[src/rtl/core/efra_pkg.sv]
// ============================================================================
// efra_pkg
// Shared widths, constants and the room entry type of the allocator.
// ============================================================================
`timescale 1ns / 1ps
`default_nettype none

package efra_pkg;

    localparam int IN_W   = 32;
    localparam int TIME_W = 40;
    localparam int CNT_W  = 32;
    localparam int ROOM_W = 4;
    localparam int CFG_W  = 5;

    localparam logic [CFG_W-1:0] ROOMS_RESET = 5'd16;

    typedef struct packed {
        logic [TIME_W-1:0] busy;
        logic [CNT_W-1:0]  count;
    } entry_t;

endpackage

`default_nettype wire

[src/rtl/core/efra_room_mem.sv]
// ============================================================================
// efra_room_mem
// Room table: busy-until time and use count per room, one read and one write
// port, registered read data. Per-entry valid bits make an unwritten or
// cleared entry read as zero.
// ============================================================================
`timescale 1ns / 1ps
`default_nettype none

module efra_room_mem #(
    parameter int NUM_ROOMS = 16,
    parameter int IW        = (NUM_ROOMS > 1) ? $clog2(NUM_ROOMS) : 1
) (
    input  wire logic            aclk,
    input  wire logic            aresetn,
    input  wire logic            clear,
    input  wire logic [IW-1:0]   rd_addr,
    output wire efra_pkg::entry_t rd_data,
    input  wire logic            wr_en,
    input  wire logic [IW-1:0]   wr_addr,
    input  wire efra_pkg::entry_t wr_data
);
    import efra_pkg::*;

    entry_t               mem [NUM_ROOMS];
    entry_t               rd_data_reg;
    logic [NUM_ROOMS-1:0] valid_reg;
    logic                 rd_valid_reg;

    always_ff @(posedge aclk) begin
        if (wr_en) begin
            mem[wr_addr] <= wr_data;
        end
        rd_data_reg <= mem[rd_addr];
    end

    always_ff @(posedge aclk) begin
        if (!aresetn) begin
            valid_reg    <= '0;
            rd_valid_reg <= 1'b0;
        end else begin
            rd_valid_reg <= valid_reg[rd_addr];
            if (clear) begin
                valid_reg <= '0;
            end else if (wr_en) begin
                valid_reg[wr_addr] <= 1'b1;
            end
        end
    end

    assign rd_data = rd_valid_reg ? rd_data_reg : '0;

endmodule

`default_nettype wire

[src/rtl/core/earliest_free_resource_allocator.sv]
// ============================================================================
// earliest_free_resource_allocator
// Books each request on the lowest free room, or delays it on the room that
// frees earliest, and reports the running busiest room.
// ============================================================================
//  channel  | ports              | direction | handshake
//  request  | s_start_time ...   | in        | s_valid / s_ready
//  result   | m_room ...         | out       | m_valid / m_ready
//  config   | cfg_wr_data        | in        | cfg_wr_en, no wait
//
//  Each item scans all N active rooms, N the active room count:
//  the room table has one read port, so the scan reads one entry a cycle.
//  Reset and restart clear the table through per-room valid bits.
//  A result waits in the output register; a new item is taken meanwhile, and
//  the write-back stalls only if the previous result is still not taken.
// ============================================================================
`timescale 1ns / 1ps
`default_nettype none

module earliest_free_resource_allocator #(
    parameter int NUM_ROOMS = 16
) (
    input  wire logic                          aclk,
    input  wire logic                          aresetn,
    input  wire logic                          cfg_wr_en,
    input  wire logic [efra_pkg::CFG_W-1:0]    cfg_wr_data,
    input  wire logic                          s_valid,
    output wire logic                          s_ready,
    input  wire logic [efra_pkg::IN_W-1:0]     s_start_time,
    input  wire logic [efra_pkg::IN_W-1:0]     s_end_time,
    input  wire logic                          s_restart,
    output wire logic                          m_valid,
    input  wire logic                          m_ready,
    output wire logic [efra_pkg::ROOM_W-1:0]   m_room,
    output wire logic [efra_pkg::TIME_W-1:0]   m_begin_time,
    output wire logic [efra_pkg::TIME_W-1:0]   m_finish_time,
    output wire logic                          m_delayed,
    output wire logic [efra_pkg::ROOM_W-1:0]   m_busiest_room,
    output wire logic [efra_pkg::CNT_W-1:0]    m_busiest_count
);
    import efra_pkg::*;

    localparam int IW = (NUM_ROOMS > 1) ? $clog2(NUM_ROOMS) : 1;
    localparam int CW = $clog2(NUM_ROOMS + 1);

    localparam logic [1:0] ST_IDLE  = 2'd0;
    localparam logic [1:0] ST_SCAN  = 2'd1;
    localparam logic [1:0] ST_CALC  = 2'd2;
    localparam logic [1:0] ST_WRITE = 2'd3;

    logic [1:0]        state_reg;
    logic [CFG_W-1:0]  rooms_reg;
    logic [CW-1:0]     n_reg;
    logic [CW-1:0]     n_next;
    logic [CW-1:0]     iss_reg;
    logic              ev_valid_reg;
    logic [IW-1:0]     ev_idx_reg;
    logic              ev_last;

    logic [IN_W-1:0]   start_reg;
    logic [IN_W-1:0]   dur_reg;
    logic              found_reg;
    logic [IW-1:0]     pick_reg;
    logic [CNT_W-1:0]  pick_cnt_reg;
    logic [IW-1:0]     early_reg;
    logic [TIME_W-1:0] ebusy_reg;
    logic [CNT_W-1:0]  ecnt_reg;

    logic [IW-1:0]     sel_reg;
    logic [TIME_W-1:0] begin_reg;
    logic [TIME_W-1:0] finish_reg;
    logic              delayed_reg;
    logic [CNT_W-1:0]  cnt_new_reg;

    logic [IW-1:0]     best_room_reg;
    logic [CNT_W-1:0]  best_cnt_reg;
    logic [IW-1:0]     best_room_next;
    logic [CNT_W-1:0]  best_cnt_next;

    logic              out_valid_reg;
    logic [ROOM_W-1:0] out_room_reg;
    logic [TIME_W-1:0] out_begin_reg;
    logic [TIME_W-1:0] out_finish_reg;
    logic              out_delayed_reg;
    logic [ROOM_W-1:0] out_best_room_reg;
    logic [CNT_W-1:0]  out_best_cnt_reg;

    logic              in_acc;
    logic              out_free;
    logic              do_write;
    entry_t            rd_entry;
    entry_t            wr_entry;
    logic              ev_free;
    logic              ev_earlier;

    logic [TIME_W-1:0] begin_next;
    logic [TIME_W:0]   sum_next;
    logic [CNT_W-1:0]  cnt_sel;

    assign in_acc   = s_valid && s_ready;
    assign s_ready  = (state_reg == ST_IDLE);
    assign out_free = !out_valid_reg || m_ready;
    assign do_write = (state_reg == ST_WRITE) && out_free;

    always_comb begin
        if (rooms_reg == '0) begin
            n_next = CW'(1);
        end else if (int'(rooms_reg) > NUM_ROOMS) begin
            n_next = CW'(NUM_ROOMS);
        end else begin
            n_next = CW'(rooms_reg);
        end
    end

    assign wr_entry = '{busy: finish_reg, count: cnt_new_reg};

    efra_room_mem #(
        .NUM_ROOMS (NUM_ROOMS),
        .IW        (IW)
    ) u_mem (
        .aclk    (aclk),
        .aresetn (aresetn),
        .clear   (in_acc && s_restart),
        .rd_addr (iss_reg[IW-1:0]),
        .rd_data (rd_entry),
        .wr_en   (do_write),
        .wr_addr (sel_reg),
        .wr_data (wr_entry)
    );

    assign ev_last    = (CW'(ev_idx_reg) == n_reg - CW'(1));
    assign ev_free    = (rd_entry.busy <= TIME_W'(start_reg));
    assign ev_earlier = (ev_idx_reg == '0) || (rd_entry.busy < ebusy_reg);

    assign begin_next = found_reg ? TIME_W'(start_reg) : ebusy_reg;
    assign sum_next   = {1'b0, begin_next} + (TIME_W + 1)'(dur_reg);
    assign cnt_sel    = found_reg ? pick_cnt_reg : ecnt_reg;

    always_comb begin
        best_room_next = best_room_reg;
        best_cnt_next  = best_cnt_reg;
        if ((cnt_new_reg > best_cnt_reg) ||
            ((cnt_new_reg == best_cnt_reg) && (sel_reg < best_room_reg))) begin
            best_room_next = sel_reg;
            best_cnt_next  = cnt_new_reg;
        end
    end

    always_ff @(posedge aclk) begin
        if (!aresetn) begin
            state_reg     <= ST_IDLE;
            rooms_reg     <= ROOMS_RESET;
            iss_reg       <= '0;
            ev_valid_reg  <= 1'b0;
            found_reg     <= 1'b0;
            best_room_reg <= '0;
            best_cnt_reg  <= '0;
            out_valid_reg <= 1'b0;
        end else begin
            if (cfg_wr_en) begin
                rooms_reg <= cfg_wr_data;
            end
            if (out_valid_reg && m_ready) begin
                out_valid_reg <= 1'b0;
            end
            ev_valid_reg <= 1'b0;
            unique case (state_reg)
                ST_IDLE: begin
                    if (in_acc) begin
                        iss_reg   <= '0;
                        found_reg <= 1'b0;
                        if (s_restart) begin
                            best_room_reg <= '0;
                            best_cnt_reg  <= '0;
                        end
                        state_reg <= ST_SCAN;
                    end
                end
                ST_SCAN: begin
                    if (iss_reg < n_reg) begin
                        ev_valid_reg <= 1'b1;
                        iss_reg      <= iss_reg + CW'(1);
                    end
                    if (ev_valid_reg && !found_reg && ev_free) begin
                        found_reg <= 1'b1;
                    end
                    if (ev_valid_reg && ev_last) begin
                        state_reg <= ST_CALC;
                    end
                end
                ST_CALC: begin
                    state_reg <= ST_WRITE;
                end
                ST_WRITE: begin
                    if (out_free) begin
                        best_room_reg <= best_room_next;
                        best_cnt_reg  <= best_cnt_next;
                        out_valid_reg <= 1'b1;
                        state_reg     <= ST_IDLE;
                    end
                end
                default: begin
                    state_reg <= ST_IDLE;
                end
            endcase
        end
    end

    always_ff @(posedge aclk) begin
        if (in_acc) begin
            n_reg     <= n_next;
            start_reg <= s_start_time;
            dur_reg   <= (s_end_time >= s_start_time) ? s_end_time - s_start_time : '0;
        end
        ev_idx_reg <= iss_reg[IW-1:0];
        if (state_reg == ST_SCAN && ev_valid_reg) begin
            if (!found_reg && ev_free) begin
                pick_reg     <= ev_idx_reg;
                pick_cnt_reg <= rd_entry.count;
            end
            if (ev_earlier) begin
                early_reg <= ev_idx_reg;
                ebusy_reg <= rd_entry.busy;
                ecnt_reg  <= rd_entry.count;
            end
        end
        if (state_reg == ST_CALC) begin
            sel_reg     <= found_reg ? pick_reg : early_reg;
            begin_reg   <= begin_next;
            finish_reg  <= sum_next[TIME_W] ? '1 : sum_next[TIME_W-1:0];
            delayed_reg <= !found_reg;
            cnt_new_reg <= (&cnt_sel) ? cnt_sel : cnt_sel + CNT_W'(1);
        end
        if (do_write) begin
            out_room_reg      <= ROOM_W'(sel_reg);
            out_begin_reg     <= begin_reg;
            out_finish_reg    <= finish_reg;
            out_delayed_reg   <= delayed_reg;
            out_best_room_reg <= ROOM_W'(best_room_next);
            out_best_cnt_reg  <= best_cnt_next;
        end
    end

    assign m_valid         = out_valid_reg;
    assign m_room          = out_room_reg;
    assign m_begin_time    = out_begin_reg;
    assign m_finish_time   = out_finish_reg;
    assign m_delayed       = out_delayed_reg;
    assign m_busiest_room  = out_best_room_reg;
    assign m_busiest_count = out_best_cnt_reg;

endmodule

`default_nettype wire

[config.mk]
export PLATFORM = sky130hd
export DESIGN_NAME = earliest_free_resource_allocator
export DESIGN_NICKNAME = d
export VERILOG_FILES = /design/src/rtl/core/efra_pkg.sv /design/src/rtl/core/efra_room_mem.sv /design/src/rtl/core/earliest_free_resource_allocator.sv
export SDC_FILE = /design/constraint.sdc
export NUM_CORES = 2
export LEC_CHECK = 0
export BUFFER_PORTS_ARGS = -buffer_cell sky130_fd_sc_hd__buf_2
export CORE_ASPECT_RATIO = 1.75
export CORE_MARGIN = 10
export CORE_UTILIZATION = 50
export CTS_CLUSTER_SIZE = 10
export DETAILED_ROUTE_END_ITERATION = 10
export GPL_TIMING_DRIVEN = 1
export HOLD_SLACK_MARGIN = 0.08
export PLACE_DENSITY = 0.66
export SYNTH_ARGS = -nofsm -noshare
export SYNTH_HDL_FRONTEND = slang
export SYNTH_HIERARCHICAL = 1
export SYNTH_SLANG_ARGS = --single-unit
[constraint.sdc]
create_clock -name aclk -period 17.5 [get_ports aclk]
set_input_delay 1.75 -clock aclk [delete_from_list [all_inputs] [get_ports aclk]]
set_output_delay 1.75 -clock aclk [all_outputs]
set_load 0.03 [all_outputs]
==> results.cfg <==
[sta]
fin_crit_sh_pct = 31.4
fmax_mhz = 182
relSlewSlack_pct = 17.6
fin_setup_tns_ns = 0
tightest_slew_ns = 1.23
hold_viol = 0
clock-skew-final_ns = 0.0366
drv_slew = 0
rsz0062_at_grt = false
fin_crit_ns = 5.50
setup_viol_count_final = 0

[routing]
finalWirelength_um = 162000
drtIter0Drc = 2596
drc = 0
firstDrtPassIters = 5
viasPerCell = 5.92
avgRoutedWirePerCell_um = 26.3
vias = 36400
antenna_left = 0

[clock_network]
cts.sinks = 1715
post_cts_buffers = 0
clk_pin_slew_ns = 0.06
cts_tree = built
clk_path_buf_depth = 3
ctsResizeCount = 0
cts_root_buf = clkbuf_16
hold_buffers = 0
worstSkewPairLatency_ns = 0.81
htree_num_levels = 4
cts_made_buffers = 191

[floorplan]
initial_core_util_pct = 50.3
die_h_um = 512
floorplan.rows = 180
ios = 198
die_area_mm2 = 0.154
die_w_um = 301
core_mm2 = 0.138

[place]
place_hpwl_um = 100000
dpl_cell_area_mm2 = 0.0724
globalplace.congestion = 0.935
numPortBuffers = 197

[finish]
largest_reg_flops = 1152
nets = 4459
fin_area_mm2 = 0.0780
layout_commonest_cell = edfxtp_1
final_cell_mix = edfxtp_1, mux4_2, nand2_1
areaGrowthSynthToFinish_pct = 12.7
drive_above_1_share_pct = 19.9
fill_cells = 10400

[run_status]
status = finished clean

[global_route]
grt_pass1_vias = 38400
grt_pass1_wl_um = 243000
antenna_found_initial = 4
gr-usage-all-layers_pct = 21.0
grt_max_degree = 119
grt_overflow = 0

[synthesis]
synth.avg_cell_area_um2 = 17.7
synth_area_leaders = edfxtp_1, mux4_2, dfxtp_1
synth_nets = 4165
syn-instance-count = 3905
synth.largest_area_cell = edfxtp_1
ys_seq_area_share_pct = 72.3
synthFlopType = edfxtp_1
synth.distinct_cells = 73
synth-edff-count = 1571
async_flop_share_pct = 0
synth.top_cell.area_share_pct = 68.1
synth_seq_cells = 1715
ys_warn_count = 6
syn_area_mm2 = 0.0692

[setup_path]
timing.rr.start = u_mem/rd_valid_reg
cp-start-kind = register
rr_endpoint = ecnt_reg[19]
worst-setup-path-type = register to register
crit_start = u_mem/rd_valid_reg
crit_arrival_ns = 5.90
rrSetupSlack_ns = 12.00
required_ns = 17.90
crit_path_end_kind = register
worstRegToRegCells = 10
crit_fanout = 52

[power_and_ir_drop]
peakVddDrop_v = 0.000103
power.leakage_nw = 26.4
total_power_mw = 10.4
power_density_mw_per_mm2 = 134

[hold_path]
hold-path-cell-count = 0
holdCritStartpoint = begin_reg[6]
hold_path_end = m_begin_time[6]
hp-class = register to register

[run]
drv_cap = 0
[kinds of logic (layout without fill, tap and decap cells)]
kind of cell / count (synthesis) / after routing / synth area share (%)
xor gates and xnor gates: 77 / 77 / 0.974
buffers and inverters: 334 / 764 / 2.12
AOI/OAI and AO/OA: 611 / 611 / 6.13
muxes: 370 / 370 / 10.7
and+or+nand+nor: 613 / 613 / 4.42
adders and majority gates: 185 / 185 / 3.37
DFF: 1715 / 1715 / 72.3
other: 0 / 2 / 0
[power by group]
group	switching (mW)	internal, mW	total [mW]
Combinational	0.880	0.599	1.48
Sequential	0.344	4.99	5.33
Clock	1.54	2.08	3.62
[through the flow]
stage	hold slack, ns	utilization, %	setup slack [ns]	instances
final	0.415	56.7	12.00	6157
after global placement	0.401	52.6	11.95	5826
after global routing	0.420	56.7	11.82	6156
after CTS	0.414	56.7	11.90	6155
after floorplan	0.376	-	3.54	3905
after detailed placement	0.405	52.6	11.96	5826
[Yosys cell counts (all sizes together) (25+ instances only)]
cell type,number
a21o,75
a21oi,100
a22o,37
a22oi,145
and2,85
buf,80
clkbuf,80
dfxtp,144
edfxtp,1571
ha,183
inv,174
mux2,48
mux2i,32
mux4,290
nand2,207
nand3,38
nand4,35
nor2,102
nor2b,36
nor3,25
o21a,38
o21ai,87
xnor2,42
xor2,35
[worst max path at each step]
stage,endpoint,depth (start not counted)
finish,ecnt_reg[19],10
CTS,ecnt_reg[21],10
global placement,ecnt_reg[22],10
detailed placement,ecnt_reg[19],10
global route,ecnt_reg[19],10
floorplan,u_mem/mem[3][0],4
[layout make-up]
class	count	area, um2	share of cell area, %
sequential	1715	50100	64.2
multi-input combinational	1856	17900	23.0
clock buffer	318	5380	6.90
tap	1820	2280	2.92
timing repair buffer	261	1490	1.91
inverter	174	654	0.839
clock inverter	11	174	0.223
antenna	2	5.00	0.00642
[per-layer routing]
layer / track usage (%) / share of wire [%] / vias up
met4: 7.59 / 3.2 / 2
li1: - / - / 16100
met1: 25.9 / 39 / 18900
met5: 0 / 0.0049 / -
met3: 3.77 / 5.6 / 268
met2: 36.5 / 52 / 1172
[worst max-delay path: stages, from the launching register on]
cell,delay [ns]
dfxtp_2,0.86
buf_4,0.52
and2_1,0.25
ha_1,0.25
a21o_1,0.16
a21oi_1,0.13
o21ai_0,0.13
a31oi_1,0.70
o21ai_0,0.31
a31oi_4,0.81
buf_4,0.76
Power figures use the tool's default switching activity.
